===== src/hw/rtl/mer_pkg.sv =====
// ----------------------------------------------------------------------------
// mer_pkg
// Shared types and constants of the midpoint ellipse rasterizer.
// ----------------------------------------------------------------------------
`timescale 1ns / 1ps
`default_nettype none

package mer_pkg;

	localparam int COORD_WIDTH_DEF = 10;
	localparam int QUEUE_DEPTH     = 2;

	// Command codes carried in the func field.
	localparam logic FUNC_START = 1'b0;

	// Quadrant tags, also the beat order within one step.
	localparam logic [1:0] QUAD_PX_NY = 2'd0;
	localparam logic [1:0] QUAD_NX_PY = 2'd1;
	localparam logic [1:0] QUAD_PX_PY = 2'd2;
	localparam logic [1:0] QUAD_NX_NY = 2'd3;

	typedef enum logic [1:0] {
		PH_IDLE = 2'd0,
		PH_ONE  = 2'd1,
		PH_TWO  = 2'd2
	} mer_phase_t;

	typedef enum logic [3:0] {
		ST_IDLE,
		ST_SU_RX,
		ST_SU_RY,
		ST_SU_DY,
		ST_SU_DEC,
		ST_SW_A,
		ST_SW_B,
		ST_SW_C,
		ST_SW_D,
		ST_SW_E,
		ST_SW_F,
		ST_CLASS,
		ST_ADD,
		ST_SUB
	} mer_front_state_t;

	typedef struct packed {
		logic full;
		logic empty;
	} mer_fifo_stat_t;

endpackage

`default_nettype wire


===== src/hw/rtl/mer_if.sv =====
// ----------------------------------------------------------------------------
// mer_if
// Valid/ready channels of the rasterizer: command in, pixel out.
// ----------------------------------------------------------------------------
`timescale 1ns / 1ps
`default_nettype none

interface mer_cmd_if #(
	parameter int COORD_WIDTH = mer_pkg::COORD_WIDTH_DEF
);
	logic                   valid;
	logic                   ready;
	logic                   func;
	logic [COORD_WIDTH-1:0] center_x;
	logic [COORD_WIDTH-1:0] center_y;
	logic [COORD_WIDTH-2:0] radius_x;
	logic [COORD_WIDTH-2:0] radius_y;

	modport source (
		output valid, func, center_x, center_y, radius_x, radius_y,
		input  ready
	);
	modport sink (
		input  valid, func, center_x, center_y, radius_x, radius_y,
		output ready
	);
endinterface

interface mer_pix_if #(
	parameter int COORD_WIDTH = mer_pkg::COORD_WIDTH_DEF
);
	logic                          valid;
	logic                          ready;
	logic signed [COORD_WIDTH+1:0] pixel_x;
	logic signed [COORD_WIDTH+1:0] pixel_y;
	logic [1:0]                    quadrant;
	logic                          last_of_step;
	logic                          finished;

	modport source (
		output valid, pixel_x, pixel_y, quadrant, last_of_step, finished,
		input  ready
	);
	modport sink (
		input  valid, pixel_x, pixel_y, quadrant, last_of_step, finished,
		output ready
	);
endinterface

`default_nettype wire


===== src/hw/rtl/midpoint_ellipse_rasterizer.sv =====
// ----------------------------------------------------------------------------
// midpoint_ellipse_rasterizer
// Two-region midpoint ellipse rasterizer with a command front, a short job
// queue and a pixel back end.
// ----------------------------------------------------------------------------
// Usage. Commands arrive on the cmd channel. A start beat (func 0) latches
// the centre and both radii and prepares the first point; it produces no
// pixels. Each step beat (func 1) produces four pixel beats on the pixel
// channel, tagged with their quadrant, the fourth carrying last_of_step. The
// step taken at y zero in region two marks its four beats finished and the
// block returns to idle, where further step beats are taken and dropped.
// A step passes the classify state, the job queue and the back end's
// registers before its first pixel is offered. A start occupies the command
// side for accepting, three products on the shared multiplier and a state
// that forms the decision. An ordinary step holds the command side for the
// accept, classify, add and subtract states. The step that crosses into
// region two first spends the switch states on the shared multiplier.
// Reset clears the sequencer, the ellipse phase, the queue and the output
// stage; no pixel is offered until a start and a step have been taken.
// When the receiver stalls, the current beat holds; the queue fills, and
// then the command side stops taking beats.
// ----------------------------------------------------------------------------
`timescale 1ns / 1ps
`default_nettype none

module midpoint_ellipse_rasterizer #(
	parameter int COORD_WIDTH = mer_pkg::COORD_WIDTH_DEF
) (
	input  wire logic  clk,
	input  wire logic  arst_n,
	mer_cmd_if.sink    cmd,
	mer_pix_if.source  pixel
);

	// One queued job: centre, point and the finished flag, packed as
	// {centre x, centre y, point x, point y, finished}.
	localparam int JOB_W = 4 * COORD_WIDTH;

	logic                    push;
	logic [JOB_W-1:0]        push_data;
	logic                    pop;
	logic [JOB_W-1:0]        pop_data;
	mer_pkg::mer_fifo_stat_t q_stat;

	// The front owns the decision walk; it only pushes a job once the queue
	// has room, so a stalled receiver simply parks it in its classify state.
	mer_front #(
		.COORD_WIDTH(COORD_WIDTH)
	) u_front (
		.clk      (clk),
		.arst_n   (arst_n),
		.cmd      (cmd),
		.push     (push),
		.push_data(push_data),
		.q_stat   (q_stat)
	);

	// Jobs carry their own centre, so a new start may be set up while the
	// back end is still sending the previous ellipse's last pixels.
	mer_fifo #(
		.DATA_W(JOB_W),
		.DEPTH (mer_pkg::QUEUE_DEPTH)
	) u_fifo (
		.clk      (clk),
		.arst_n   (arst_n),
		.push     (push),
		.push_data(push_data),
		.pop      (pop),
		.pop_data (pop_data),
		.stat     (q_stat)
	);

	// The back end reloads on the cycle its fourth beat goes out, so queued steps
	// follow each other on the pixel channel without a gap.
	mer_back #(
		.COORD_WIDTH(COORD_WIDTH)
	) u_back (
		.clk     (clk),
		.arst_n  (arst_n),
		.pop     (pop),
		.pop_data(pop_data),
		.q_stat  (q_stat),
		.pixel   (pixel)
	);

endmodule

`default_nettype wire


===== src/hw/rtl/mer_fifo.sv =====
// ----------------------------------------------------------------------------
// mer_fifo
// Short first-in first-out queue carrying pixel jobs from front to back.
// ----------------------------------------------------------------------------
`timescale 1ns / 1ps
`default_nettype none

module mer_fifo #(
	parameter int DATA_W = 40,
	parameter int DEPTH  = 2
) (
	input  wire logic                  clk,
	input  wire logic                  arst_n,
	input  wire logic                  push,
	input  wire logic [DATA_W-1:0]     push_data,
	input  wire logic                  pop,
	output logic [DATA_W-1:0]          pop_data,
	output mer_pkg::mer_fifo_stat_t    stat
);

	localparam int PTR_W = (DEPTH > 1) ? $clog2(DEPTH) : 1;
	localparam int CNT_W = $clog2(DEPTH + 1);

	logic [DATA_W-1:0] slot_q [DEPTH];
	logic [PTR_W-1:0]  wr_ptr_q;
	logic [PTR_W-1:0]  rd_ptr_q;
	logic [CNT_W-1:0]  count_q;
	logic              do_push;
	logic              do_pop;

	assign stat.full  = (count_q == CNT_W'(DEPTH));
	assign stat.empty = (count_q == '0);
	assign do_push    = push && !stat.full;
	assign do_pop     = pop && !stat.empty;
	assign pop_data   = slot_q[rd_ptr_q];

	always_ff @(posedge clk or negedge arst_n) begin
		if (!arst_n) begin
			wr_ptr_q <= '0;
			rd_ptr_q <= '0;
			count_q  <= '0;
		end else begin
			if (do_push) begin
				wr_ptr_q <= (wr_ptr_q == PTR_W'(DEPTH - 1)) ? '0 : wr_ptr_q + PTR_W'(1);
			end
			if (do_pop) begin
				rd_ptr_q <= (rd_ptr_q == PTR_W'(DEPTH - 1)) ? '0 : rd_ptr_q + PTR_W'(1);
			end
			if (do_push && !do_pop) begin
				count_q <= count_q + CNT_W'(1);
			end else if (do_pop && !do_push) begin
				count_q <= count_q - CNT_W'(1);
			end
		end
	end

	always_ff @(posedge clk) begin
		if (do_push) begin
			slot_q[wr_ptr_q] <= push_data;
		end
	end

endmodule

`default_nettype wire


===== src/hw/rtl/mer_front.sv =====
// ----------------------------------------------------------------------------
// mer_front
// Command side: takes start and step beats, runs the set-up and region-switch
// products on one shared multiplier, and walks the midpoint decision.
// ----------------------------------------------------------------------------
`timescale 1ns / 1ps
`default_nettype none

module mer_front #(
	parameter int COORD_WIDTH = mer_pkg::COORD_WIDTH_DEF
) (
	input  wire logic                      clk,
	input  wire logic                      arst_n,
	mer_cmd_if.sink                        cmd,
	output logic                           push,
	output logic [4*COORD_WIDTH-1:0]       push_data,
	input  wire mer_pkg::mer_fifo_stat_t   q_stat
);

	localparam int CW   = COORD_WIDTH;
	localparam int RW   = CW - 1;
	localparam int R2_W = 2 * RW;
	localparam int SW   = 3 * CW;
	localparam int MA_W = 2 * CW - 2;
	localparam int MB_W = 2 * CW + 2;
	localparam int PW   = MA_W + MB_W;
	localparam int DW   = (4 * CW + 4 > 64) ? 64 : 4 * CW + 4;
	localparam int K_W  = R2_W + 4;
	localparam int T_W  = SW + 4;

	mer_pkg::mer_front_state_t state_q, state_d;
	mer_pkg::mer_phase_t       phase_q, phase_d;

	logic [CW-1:0]   cx_q, cy_q, x_q;
	logic [RW-1:0]   rx_q, ry_q, y_q;
	logic [R2_W-1:0] rx2_q, ry2_q;
	logic [K_W-1:0]  c12ry2_q, k2_q;
	logic [SW-1:0]   sdx_q, sdy_q;
	logic [DW-1:0]   dec_q;
	logic [MB_W-1:0] tmp_q;
	logic [PW-1:0]   prod_q;
	logic [T_W-1:0]  t_q;
	logic            sub_q;

	logic [MA_W-1:0] mul_a;
	logic [MB_W-1:0] mul_b;
	logic [PW-1:0]   prod_d;
	logic [CW:0]     a_term;
	logic [RW-1:0]   b_term;
	logic            dec_neg, dec_pos, region_one, adv_x, adv_y, fin, accept;
	logic [K_W-1:0]  k_sel;
	logic [T_W-1:0]  t_d;

	assign cmd.ready  = (state_q == mer_pkg::ST_IDLE);
	assign accept     = cmd.valid && cmd.ready;

	assign a_term     = {x_q, 1'b1};
	assign b_term     = (y_q == '0) ? RW'(1) : y_q - RW'(1);
	assign dec_neg    = dec_q[DW-1];
	assign dec_pos    = !dec_neg && (dec_q != '0);
	assign region_one = (phase_q == mer_pkg::PH_ONE);
	assign fin        = (phase_q == mer_pkg::PH_TWO) && (y_q == '0);

	// Region one always moves x and moves y on a non-negative decision;
	// region two always moves y and moves x unless the decision is positive.
	assign adv_x = region_one ? 1'b1 : !dec_pos;
	assign adv_y = region_one ? !dec_neg : 1'b1;
	assign k_sel = region_one ? c12ry2_q : (dec_pos ? (K_W'(rx2_q) << 2) : k2_q);
	assign t_d   = (adv_x ? (T_W'(sdx_q) << 3) : '0) + T_W'(k_sel);

	assign push_data = {cx_q, cy_q, x_q, y_q, fin};

	always_comb begin
		mul_a = '0;
		mul_b = '0;
		unique case (state_q)
			mer_pkg::ST_SU_RX: begin
				mul_a = MA_W'(rx_q);
				mul_b = MB_W'(rx_q);
			end
			mer_pkg::ST_SU_RY: begin
				mul_a = MA_W'(ry_q);
				mul_b = MB_W'(ry_q);
			end
			mer_pkg::ST_SU_DY: begin
				mul_a = MA_W'(rx2_q);
				mul_b = MB_W'(ry_q);
			end
			mer_pkg::ST_SW_A: begin
				mul_a = MA_W'(a_term);
				mul_b = MB_W'(a_term);
			end
			mer_pkg::ST_SW_B: begin
				mul_a = MA_W'(b_term);
				mul_b = MB_W'(b_term);
			end
			mer_pkg::ST_SW_C: begin
				mul_a = MA_W'(rx2_q);
				mul_b = prod_q[MB_W-1:0];
			end
			mer_pkg::ST_SW_D: begin
				mul_a = MA_W'(ry2_q);
				mul_b = tmp_q;
			end
			mer_pkg::ST_SW_E: begin
				mul_a = MA_W'(rx2_q);
				mul_b = MB_W'(ry2_q);
			end
			default: begin
			end
		endcase
	end

	assign prod_d = PW'(mul_a) * PW'(mul_b);

	always_comb begin
		state_d = state_q;
		phase_d = phase_q;
		push    = 1'b0;
		unique case (state_q)
			mer_pkg::ST_IDLE: begin
				if (accept) begin
					if (cmd.func == mer_pkg::FUNC_START) begin
						state_d = mer_pkg::ST_SU_RX;
					end else if (phase_q == mer_pkg::PH_IDLE) begin
						state_d = mer_pkg::ST_IDLE;
					end else if (region_one && !(sdx_q < sdy_q)) begin
						state_d = mer_pkg::ST_SW_A;
					end else begin
						state_d = mer_pkg::ST_CLASS;
					end
				end
			end
			mer_pkg::ST_SU_RX:  state_d = mer_pkg::ST_SU_RY;
			mer_pkg::ST_SU_RY:  state_d = mer_pkg::ST_SU_DY;
			mer_pkg::ST_SU_DY:  state_d = mer_pkg::ST_SU_DEC;
			mer_pkg::ST_SU_DEC: begin
				phase_d = mer_pkg::PH_ONE;
				state_d = mer_pkg::ST_IDLE;
			end
			mer_pkg::ST_SW_A:   state_d = mer_pkg::ST_SW_B;
			mer_pkg::ST_SW_B:   state_d = mer_pkg::ST_SW_C;
			mer_pkg::ST_SW_C:   state_d = mer_pkg::ST_SW_D;
			mer_pkg::ST_SW_D:   state_d = mer_pkg::ST_SW_E;
			mer_pkg::ST_SW_E:   state_d = mer_pkg::ST_SW_F;
			mer_pkg::ST_SW_F: begin
				phase_d = mer_pkg::PH_TWO;
				state_d = mer_pkg::ST_CLASS;
			end
			mer_pkg::ST_CLASS: begin
				if (!q_stat.full) begin
					push = 1'b1;
					if (fin) begin
						phase_d = mer_pkg::PH_IDLE;
						state_d = mer_pkg::ST_IDLE;
					end else begin
						state_d = mer_pkg::ST_ADD;
					end
				end
			end
			mer_pkg::ST_ADD:    state_d = mer_pkg::ST_SUB;
			mer_pkg::ST_SUB:    state_d = mer_pkg::ST_IDLE;
			default:            state_d = mer_pkg::ST_IDLE;
		endcase
	end

	always_ff @(posedge clk or negedge arst_n) begin
		if (!arst_n) begin
			state_q <= mer_pkg::ST_IDLE;
			phase_q <= mer_pkg::PH_IDLE;
		end else begin
			state_q <= state_d;
			phase_q <= phase_d;
		end
	end

	// Datapath. The product register sits after the multiplier, so each
	// state consumes the product that the previous state asked for.
	always_ff @(posedge clk) begin
		prod_q <= prod_d;
		unique case (state_q)
			mer_pkg::ST_IDLE: begin
				if (accept && cmd.func == mer_pkg::FUNC_START) begin
					cx_q  <= cmd.center_x;
					cy_q  <= cmd.center_y;
					rx_q  <= cmd.radius_x;
					ry_q  <= cmd.radius_y;
					x_q   <= '0;
					y_q   <= cmd.radius_y;
					sdx_q <= '0;
				end
			end
			mer_pkg::ST_SU_RY: rx2_q <= prod_q[R2_W-1:0];
			mer_pkg::ST_SU_DY: begin
				ry2_q <= prod_q[R2_W-1:0];
				dec_q <= (DW'(prod_q) << 2) + DW'(rx2_q);
			end
			mer_pkg::ST_SU_DEC: begin
				sdy_q    <= SW'(prod_q);
				dec_q    <= dec_q - (DW'(prod_q) << 2);
				c12ry2_q <= (K_W'(ry2_q) << 3) + (K_W'(ry2_q) << 2);
				k2_q     <= (K_W'(ry2_q) << 3) + (K_W'(rx2_q) << 2);
			end
			mer_pkg::ST_SW_B: tmp_q <= prod_q[MB_W-1:0];
			mer_pkg::ST_SW_D: dec_q <= DW'(prod_q) << 2;
			mer_pkg::ST_SW_E: dec_q <= dec_q + DW'(prod_q);
			mer_pkg::ST_SW_F: dec_q <= dec_q - (DW'(prod_q) << 2);
			mer_pkg::ST_CLASS: begin
				if (!q_stat.full && !fin) begin
					if (adv_x) begin
						x_q   <= x_q + CW'(1);
						sdx_q <= sdx_q + SW'(ry2_q);
					end
					if (adv_y) begin
						y_q   <= y_q - RW'(1);
						sdy_q <= sdy_q - SW'(rx2_q);
					end
					t_q   <= t_d;
					sub_q <= adv_y;
				end
			end
			mer_pkg::ST_ADD: dec_q <= dec_q + DW'(t_q);
			mer_pkg::ST_SUB: begin
				if (sub_q) begin
					dec_q <= dec_q - (DW'(sdy_q) << 3);
				end
			end
			default: begin
			end
		endcase
	end

endmodule

`default_nettype wire


===== src/hw/rtl/mer_back.sv =====
// ----------------------------------------------------------------------------
// mer_back
// Pixel side: takes one job from the queue and sends its four mirrored
// pixels, one beat per cycle while the receiver is ready, from registered state.
// ----------------------------------------------------------------------------
`timescale 1ns / 1ps
`default_nettype none

module mer_back #(
	parameter int COORD_WIDTH = mer_pkg::COORD_WIDTH_DEF
) (
	input  wire logic                      clk,
	input  wire logic                      arst_n,
	output logic                           pop,
	input  wire logic [4*COORD_WIDTH-1:0]  pop_data,
	input  wire mer_pkg::mer_fifo_stat_t   q_stat,
	mer_pix_if.source                      pixel
);

	localparam int CW  = COORD_WIDTH;
	localparam int RW  = CW - 1;
	localparam int EW  = 4 * CW;
	localparam int PXW = CW + 2;

	logic [EW-1:0]  cur_q;
	logic           busy_q;
	logic [1:0]     cnt_q;
	logic           fire, done;
	logic [CW-1:0]  cx, cy, px;
	logic [RW-1:0]  py;
	logic [PXW-1:0] x_plus, x_minus, y_plus, y_minus;
	logic [PXW-1:0] sel_x, sel_y;

	assign cx = cur_q[EW-1 -: CW];
	assign cy = cur_q[EW-CW-1 -: CW];
	assign px = cur_q[EW-2*CW-1 -: CW];
	assign py = cur_q[RW:1];

	assign x_plus  = PXW'(cx) + PXW'(px);
	assign x_minus = PXW'(cx) - PXW'(px);
	assign y_plus  = PXW'(cy) + PXW'(py);
	assign y_minus = PXW'(cy) - PXW'(py);

	always_comb begin
		unique case (cnt_q)
			mer_pkg::QUAD_PX_NY: begin
				sel_x = x_plus;
				sel_y = y_minus;
			end
			mer_pkg::QUAD_NX_PY: begin
				sel_x = x_minus;
				sel_y = y_plus;
			end
			mer_pkg::QUAD_PX_PY: begin
				sel_x = x_plus;
				sel_y = y_plus;
			end
			default: begin
				sel_x = x_minus;
				sel_y = y_minus;
			end
		endcase
	end

	assign pixel.valid        = busy_q;
	assign pixel.pixel_x      = $signed(sel_x);
	assign pixel.pixel_y      = $signed(sel_y);
	assign pixel.quadrant     = cnt_q;
	assign pixel.last_of_step = (cnt_q == mer_pkg::QUAD_NX_NY);
	assign pixel.finished     = cur_q[0];

	assign fire = pixel.valid && pixel.ready;
	assign done = fire && (cnt_q == mer_pkg::QUAD_NX_NY);
	assign pop  = !q_stat.empty && (!busy_q || done);

	always_ff @(posedge clk or negedge arst_n) begin
		if (!arst_n) begin
			busy_q <= 1'b0;
			cnt_q  <= mer_pkg::QUAD_PX_NY;
		end else if (pop) begin
			busy_q <= 1'b1;
			cnt_q  <= mer_pkg::QUAD_PX_NY;
		end else if (done) begin
			busy_q <= 1'b0;
		end else if (fire) begin
			cnt_q <= cnt_q + 2'd1;
		end
	end

	always_ff @(posedge clk) begin
		if (pop) begin
			cur_q <= pop_data;
		end
	end

endmodule

`default_nettype wire


===== src/flat_wrapper.sv =====
// flat-port wrapper written by rule: the top's interface ports become plain ports
module midpoint_ellipse_rasterizer_flat 
#(
	parameter int COORD_WIDTH = mer_pkg::COORD_WIDTH_DEF
)
  (clk, arst_n, cmd_valid, cmd_func, cmd_center_x, cmd_center_y, cmd_radius_x, cmd_radius_y, cmd_ready, pixel_valid, pixel_pixel_x, pixel_pixel_y, pixel_quadrant, pixel_last_of_step, pixel_finished, pixel_ready);
  mer_cmd_if #(.COORD_WIDTH(COORD_WIDTH)) cmd_i ();
  mer_pix_if #(.COORD_WIDTH(COORD_WIDTH)) pixel_i ();
  input  wire logic clk;
  input  wire logic arst_n;
  input wire logic [$bits(cmd_i.valid)-1:0] cmd_valid;
  input wire logic [$bits(cmd_i.func)-1:0] cmd_func;
  input wire logic [$bits(cmd_i.center_x)-1:0] cmd_center_x;
  input wire logic [$bits(cmd_i.center_y)-1:0] cmd_center_y;
  input wire logic [$bits(cmd_i.radius_x)-1:0] cmd_radius_x;
  input wire logic [$bits(cmd_i.radius_y)-1:0] cmd_radius_y;
  output wire logic [$bits(cmd_i.ready)-1:0] cmd_ready;
  output wire logic [$bits(pixel_i.valid)-1:0] pixel_valid;
  output wire logic [$bits(pixel_i.pixel_x)-1:0] pixel_pixel_x;
  output wire logic [$bits(pixel_i.pixel_y)-1:0] pixel_pixel_y;
  output wire logic [$bits(pixel_i.quadrant)-1:0] pixel_quadrant;
  output wire logic [$bits(pixel_i.last_of_step)-1:0] pixel_last_of_step;
  output wire logic [$bits(pixel_i.finished)-1:0] pixel_finished;
  input wire logic [$bits(pixel_i.ready)-1:0] pixel_ready;
  assign cmd_i.valid = cmd_valid;
  assign cmd_i.func = cmd_func;
  assign cmd_i.center_x = cmd_center_x;
  assign cmd_i.center_y = cmd_center_y;
  assign cmd_i.radius_x = cmd_radius_x;
  assign cmd_i.radius_y = cmd_radius_y;
  assign cmd_ready = cmd_i.ready;
  assign pixel_valid = pixel_i.valid;
  assign pixel_pixel_x = pixel_i.pixel_x;
  assign pixel_pixel_y = pixel_i.pixel_y;
  assign pixel_quadrant = pixel_i.quadrant;
  assign pixel_last_of_step = pixel_i.last_of_step;
  assign pixel_finished = pixel_i.finished;
  assign pixel_i.ready = pixel_ready;
  midpoint_ellipse_rasterizer #(.COORD_WIDTH(COORD_WIDTH)) u_core (.clk(clk), .arst_n(arst_n), .cmd(cmd_i), .pixel(pixel_i));
endmodule

===== config.mk =====
export PLATFORM = sky130hd
export DESIGN_NAME = midpoint_ellipse_rasterizer_flat
export DESIGN_NICKNAME = d
export VERILOG_FILES = /design/src/hw/rtl/mer_pkg.sv /design/src/hw/rtl/mer_if.sv /design/src/hw/rtl/midpoint_ellipse_rasterizer.sv /design/src/hw/rtl/mer_fifo.sv /design/src/hw/rtl/mer_front.sv /design/src/hw/rtl/mer_back.sv /design/src/flat_wrapper.sv
export SDC_FILE = /design/constraint.sdc
export NUM_CORES = 2
export LEC_CHECK = 0
export BUFFER_PORTS_ARGS = -buffer_cell sky130_fd_sc_hd__buf_2
export CAP_MARGIN = 25
export CORE_MARGIN = 3
export CORE_UTILIZATION = 55
export DETAILED_ROUTE_END_ITERATION = 16
export PLACE_DENSITY = 0.72
export SYNTH_ARGS = -nofsm -noshare
export SYNTH_HDL_FRONTEND = slang
export SYNTH_SLANG_ARGS = --single-unit

===== constraint.sdc =====
create_clock -name clk -period 9.8 [get_ports clk]
set_clock_uncertainty 0.1 [all_clocks]
set_input_delay 2.94 -clock clk [delete_from_list [all_inputs] [get_ports clk]]
set_output_delay 2.94 -clock clk [all_outputs]
set_load 0.01 [all_outputs]

# Word level (Yosys, flattened, before mapping)
# Memories as Yosys holds them, arrays and structs flattened. A register that Yosys moved wholly into a read port is not among the register bits.
# Index checks and enable logic that the tools add are counted.
# totals
regBits	351
ram_bits	80
input_bits	43
wordCells	177
mem_count	1
# mem_list
memory	depth	word_bits	rd	rd_clocked_by_memory_dff	write_ports	line_no	source
u_core.u_fifo.slot_q	2	40	1	1	1	mer_fifo.sv:24	logic [DATA_W-1:0] slot_q [DEPTH];
# op_classes
n_addsub	21
multipliers	1
magnitude_cmp	1
eq_ne	28
mux	50
bitwise_logic	1
reduce_logical	50
# op_table
operator	n
44-bit case mux with 6 select lines	1
22-bit case mux with 7 select lines	1
30-bit 2-to-1 mux	5
30-bit case mux with 2 select lines	2
18-bit case mux with 6 select lines	1
4-bit case mux with 12 select lines	1
21-bit by 20-bit adder with 22-bit output	2
44-bit by 34-bit adder with 44-bit output	1
44-bit by 40-bit adder with 44-bit output	1
22-bit 2-to-1 mux	2
44-bit 2-to-1 mux	1
44-bit nonzero test	1
44-bit by 33-bit subtractor with 44-bit output	1
44-bit by 42-bit subtractor with 44-bit output	1
42-bit by 18-bit adder with 43-bit output	1
18-bit by 22-bit multiplier with 40-bit output	1
9-bit 2-to-1 mux	4
33-bit by 22-bit adder with 34-bit output	1
33-bit 2-to-1 mux	1
30-bit by 18-bit adder with 30-bit output	1
30-bit < comparator	1
10-bit 2-to-1 mux	3
30-bit by 18-bit subtractor with 30-bit output	1
4-bit == test, second input constant	6
other kinds (38)	111

# Depth between registers and ports, before layout
# logic_depth
ltp_word	8
mapped_depth	36

# Modules after synthesis
# A second synthesis with hierarchy kept.
# hier_totals
hier_cells	4852
hier_area_um2	45194.6
# by_module_without_submodules
mod	instances	cells_per_inst	area_each_um2	seq_area_each_um2
mer_front	1	4412	38873.5	9719.3
mer_fifo	1	144	3286.9	2502.4
mer_back	1	296	3034.2	1276.2

# Worst setup path after synthesis
# No wires, ideal clock.
# synth_path
path_type	flip-flop to flip-flop
startpoint	register u_core.u_front.state_q[1]
endpoint	register u_core.u_front.prod_q[34]
setup_time_ps	123
t_arrival_ps	8214
required_time_ps	9577
slack_ps	1363
path_stages_with_launch	32
n_path_buf	5
synth_period_minus_slack_ps	8437
cell_sequence	dfrtp_1 clkbuf_1 nor3b_1 nor2b_1 clkbuf_1 a222oi_1 and2_1 buf_2 buf_2 nor2_1 fa_1 inv_1 fa_1 fa_1 inv_1 fa_1 fa_1 inv_1 fa_1 inv_1 ha_1 clkbuf_1 a21o_1 a21o_1 a21o_1 a2111oi_0 o21ai_0 a21oi_1 nor4b_1 nor2_1 o21bai_1 xor2_1
# synth_via
elab_chain_len	4
# synth_lines
element	line_no	source
start, declared	mer_front.sv:31	mer_pkg::mer_front_state_t state_q, state_d;
start signal, assigned	mer_front.sv:169	state_q <= mer_pkg::ST_IDLE;
start signal, assigned	mer_front.sv:172	state_q <= state_d;
4-bit == test, or another cell as far along	mer_front.sv:76	unique case (state_q)
3-bit OR reduction (no line) or 2-bit OR reduction (tied branches)	--	
18-bit case mux with 6 select lines or 22-bit case mux with 7 select lines (tied branches)	mer_front.sv:76	
18-bit by 22-bit multiplier with 40-bit output (*)	mer_front.sv:114	assign prod_d = PW'(mul_a) * PW'(mul_b);
net u_core.u_front.prod_d[34]	mer_front.sv:47	logic [PW-1:0] prod_d;
end signal, assigned	mer_front.sv:180	prod_q <= prod_d;
end, declared	mer_front.sv:41	logic [PW-1:0] prod_q;
# Mark *: on every way through the listed nets, which the timed path passes. The rest lies on a longest branch.
# A chain may end at the register's enable or synchronous reset.

# Worst setup path after layout
# layout_path
startpoint	register u_core.u_front.y_q[0]
endpoint	register u_core.u_front.prod_q[39]
# layout_via
elab_chain_len	4
# layout_lines
element	line_no	source
start, declared	mer_front.sv:35	logic [RW-1:0] rx_q, ry_q, y_q;
start signal, assigned	mer_front.sv:189	y_q <= cmd.radius_y;
start signal, assigned	mer_front.sv:215	y_q <= y_q - RW'(1);
9-bit by 1-bit subtractor with 9-bit output or 9-bit zero test (tied branches)	mer_front.sv:58	assign b_term = (y_q == '0) ? RW'(1) : y_q - RW'(1);
9-bit 2-to-1 mux (*)	mer_front.sv:58	
22-bit case mux with 7 select lines or 18-bit case mux with 6 select lines (tied branches)	mer_front.sv:76	
18-bit by 22-bit multiplier with 40-bit output (*)	mer_front.sv:114	
net u_core.u_front.prod_d[39]	mer_front.sv:47	
# Marked as above.

==> impl_metrics.json <==
{
  "outcome": "completed",
  "drtPass1Iterations": 8,
  "hold_start": "u_core.u_front.cy_q[7]",
  "dieArea_um2": 85520,
  "synth_top_cell_by_area": "edfxtp_1",
  "synth_common_cells": "inv_1 (594), nand2_1 (509), nor2_1 (460)",
  "clkSinkCount": 465,
  "setup_violations": 0,
  "syn2layout_area_growth_pct": 7.983,
  "clk_pin_slew_ps": 60,
  "core_area_um2": 80940,
  "min_path_type": "register to register",
  "drv_cap": 0,
  "worst_pin_slew_ps": 1073,
  "drc": 0,
  "maxSlewHeadroom_pct": 26.61,
  "antenna_found_initial": 2,
  "syn_area_um2": 45130,
  "crit_arrival_ps": 9700,
  "final.setup.tns_ps": 0,
  "synth.top_cell.area_share_pct": 27.42,
  "grt_overflow_total": 0,
  "synth.yosys.seq_area_share_pct": 29.91,
  "setup_ws_ps": 476.7,
  "wl_um": 137300,
  "preCtsSetupSlack_ps": 565.8,
  "n_antenna_cell": 0,
  "async_reset_ff_share_pct": 2.796,
  "final_cells": 6049,
  "regArea_um2": 13500,
  "num_rows": 104,
  "cp-end-kind": "register",
  "grt_setup_unrepaired": "false",
  "grt_pass1_wl_um": 211300,
  "ant_nets": 0,
  "fmax_mhz": 107.3,
  "dpl.cell_count": 5945,
  "drt-wirelength-per-cell_um": 22.70,
  "synth.most_common_cell": "inv_1",
  "cp.required_ps": 10180,
  "initialDrtViolationCount": 4097,
  "vias_per_cell": 6.196,
  "synth.top_cells.by_area": "edfxtp_1 (27%), fa_1 (15%), ha_1 (11%), inv_1 (4.9%), nand2_1 (4.2%)",
  "r2r_end": "u_core.u_front.prod_q[39]",
  "multi_input_area_um2": 28820,
  "track_usage_pct": 31.86,
  "synth_fp_nets": 5680,
  "hold_viol_final": 0,
  "numCtsBuffers": 54,
  "fillers": 7014,
  "dpl.hpwl_um": 107500,
  "crit_path_frequent_cell": "fa_1",
  "holdBufCountCts": 0,
  "reg2reg_depth": 31,
  "whs_endpoint": "u_core.u_fifo.slot_q[0][27]",
  "drive_gt1_share_pct": 6.975,
  "cp-start-kind": "register",
  "grt_max_degree": 83,
  "ff2ff_setup_slack_ps": 480,
  "vias": 37480,
  "clk_path_buf_depth": 3,
  "critPathMaxStageDelay_ps": 550,
  "final_max_slew_viol_count": 0,
  "synthFlopType": "edfxtp_1",
  "avgSynthCellArea_um2": 9.209,
  "start_util_pct": 55.75,
  "io_pins": 73,
  "port_buffers": 72,
  "routabilityCongestion": 0.9889,
  "die_h_um": 292.4,
  "dieWidth_um": 292.4,
  "synth_edf_count": 412,
  "fin_crit_sh_pct": 95.14,
  "yosys_warnings": 0,
  "grt_pass1_vias": 36690,
  "fin_util_pct": 60.20,
  "crit_family": "adder cells",
  "cts_tree": "done",
  "synthesis.instances": 4900,
  "synth_seq_cells": 465,
  "cts_root_buffer": "clkbuf_16",
  "rr_startpoint": "u_core.u_front.y_q[0]",
  "path_depth": 31,
  "period_needed_ps": 9323,
  "worstSetupPathType": "register to register",
  "htree_num_levels": 2,
  "min_delay_path_depth": 0,
  "clkLatencyLatePin_ps": 640,
  "ys_types": 90,
  "cp_max_fo": 12,
  "critPathBufInv": 6,
  "crit_slowest_cell": "fa_1",
  "layout.nets": 5724
}
cell usage in the layout, fill, tap and decap left out, types with 48 or more instances in the layout:
cell / count
a21o_1: 120
a21oi_1: 301
and2_1: 52
buf_2: 72
buf_4: 81
clkbuf_16: 56
edfxtp_1: 412
fa_1: 333
ha_1: 404
inv_1: 594
nand2_1: 508
nand2b_1: 48
nand3_1: 87
nor2_1: 450
nor2b_1: 49
nor3_1: 67
o21ai_0: 270
xnor2_1: 177
xor2_1: 91
cells by family (layout without fill, tap and decap cells):
logic type               after synthesis  after routing  synth area share, %
XOR/XNOR                             268            268                5.202
multiplexers                          56             56                1.356
AND/OR/NAND/NOR                     1467           1467                14.74
buffers and inverters                765            854                6.430
flip-flops                           465            465                29.91
AO/OA/AOI/OAI                       1142           1142                16.39
adder cells (fa/ha/maj)              737            737                25.97
timing repair:
item,4_1_cts,5_1_grt
setup buffers,0,1
setup endpoints to repair,0,2
gates resized for setup,0,1
state kept, by name, summed over array words and instances, names as in the netlist, 20 cells and up:
signal and flops:
u_core.u_front.tmp_q 22, u_core.u_back.cur_q 40, u_core.u_front.c12ry2_q 20, u_core.u_fifo.slot_q 80
u_core.u_front.prod_q 40, u_core.u_front.t_q 32, u_core.u_front.k2_q 20, u_core.u_front.sdx_q 30
u_core.u_front.dec_q 44, u_core.u_front.sdy_q 30
through the flow:
step | hold WS (ps) | cell area (um^2)
after floorplan | 306.4 | 45130
after global placement | 322.5 | 46840
after detailed placement | 333.8 | 46900
after CTS | 347.7 | 48690
after global routing | 358.7 | 48730
final | 347.0 | 48730
cell type report:
cell class	count	area share, %
clock inverter	28	0.5880
clock buffer	73	3.089
multi-input combinational	3670	59.15
inverter	594	4.576
timing repair buffer	159	2.175
sequential	465	27.70
tap	1060	2.722
per-layer routing:
metal / vias to the layer above / share of wire (%) / track usage [%]
li1: 17070 / - / -
met4: 2 / 3.5 / 9.639
met5: - / 0.011 / 0
met3: 267 / 11 / 6.399
met1: 18320 / 43 / 46.01
met2: 1815 / 43 / 48.69
worst max path at each step:
stage	startpoint	end
final	u_core.u_front.y_q[0]	u_core.u_front.prod_q[39]
after global routing	u_core.u_front.y_q[0]	u_core.u_front.prod_q[39]
after CTS	u_core.u_front.y_q[0]	u_core.u_front.prod_q[38]
after detailed placement	u_core.u_front.y_q[0]	u_core.u_front.prod_q[38]
after global placement	u_core.u_front.y_q[0]	u_core.u_front.prod_q[39]
after floorplan	u_core.u_front.state_q[1]	u_core.u_front.prod_q[34]
worst register-to-register path: cells and delay by family, from the launching register on:
family	cells	cell delay, ps
buf+inv	6	620
simple gates	7	1890
compound gates	9	2430
fa+ha+maj	8	3600
flops	1	460
xor+xnor	1	100
Power is left out: the tool's default activity adds up to more than one toggle a clock period on the data nets, which glitch-free logic cannot reach.
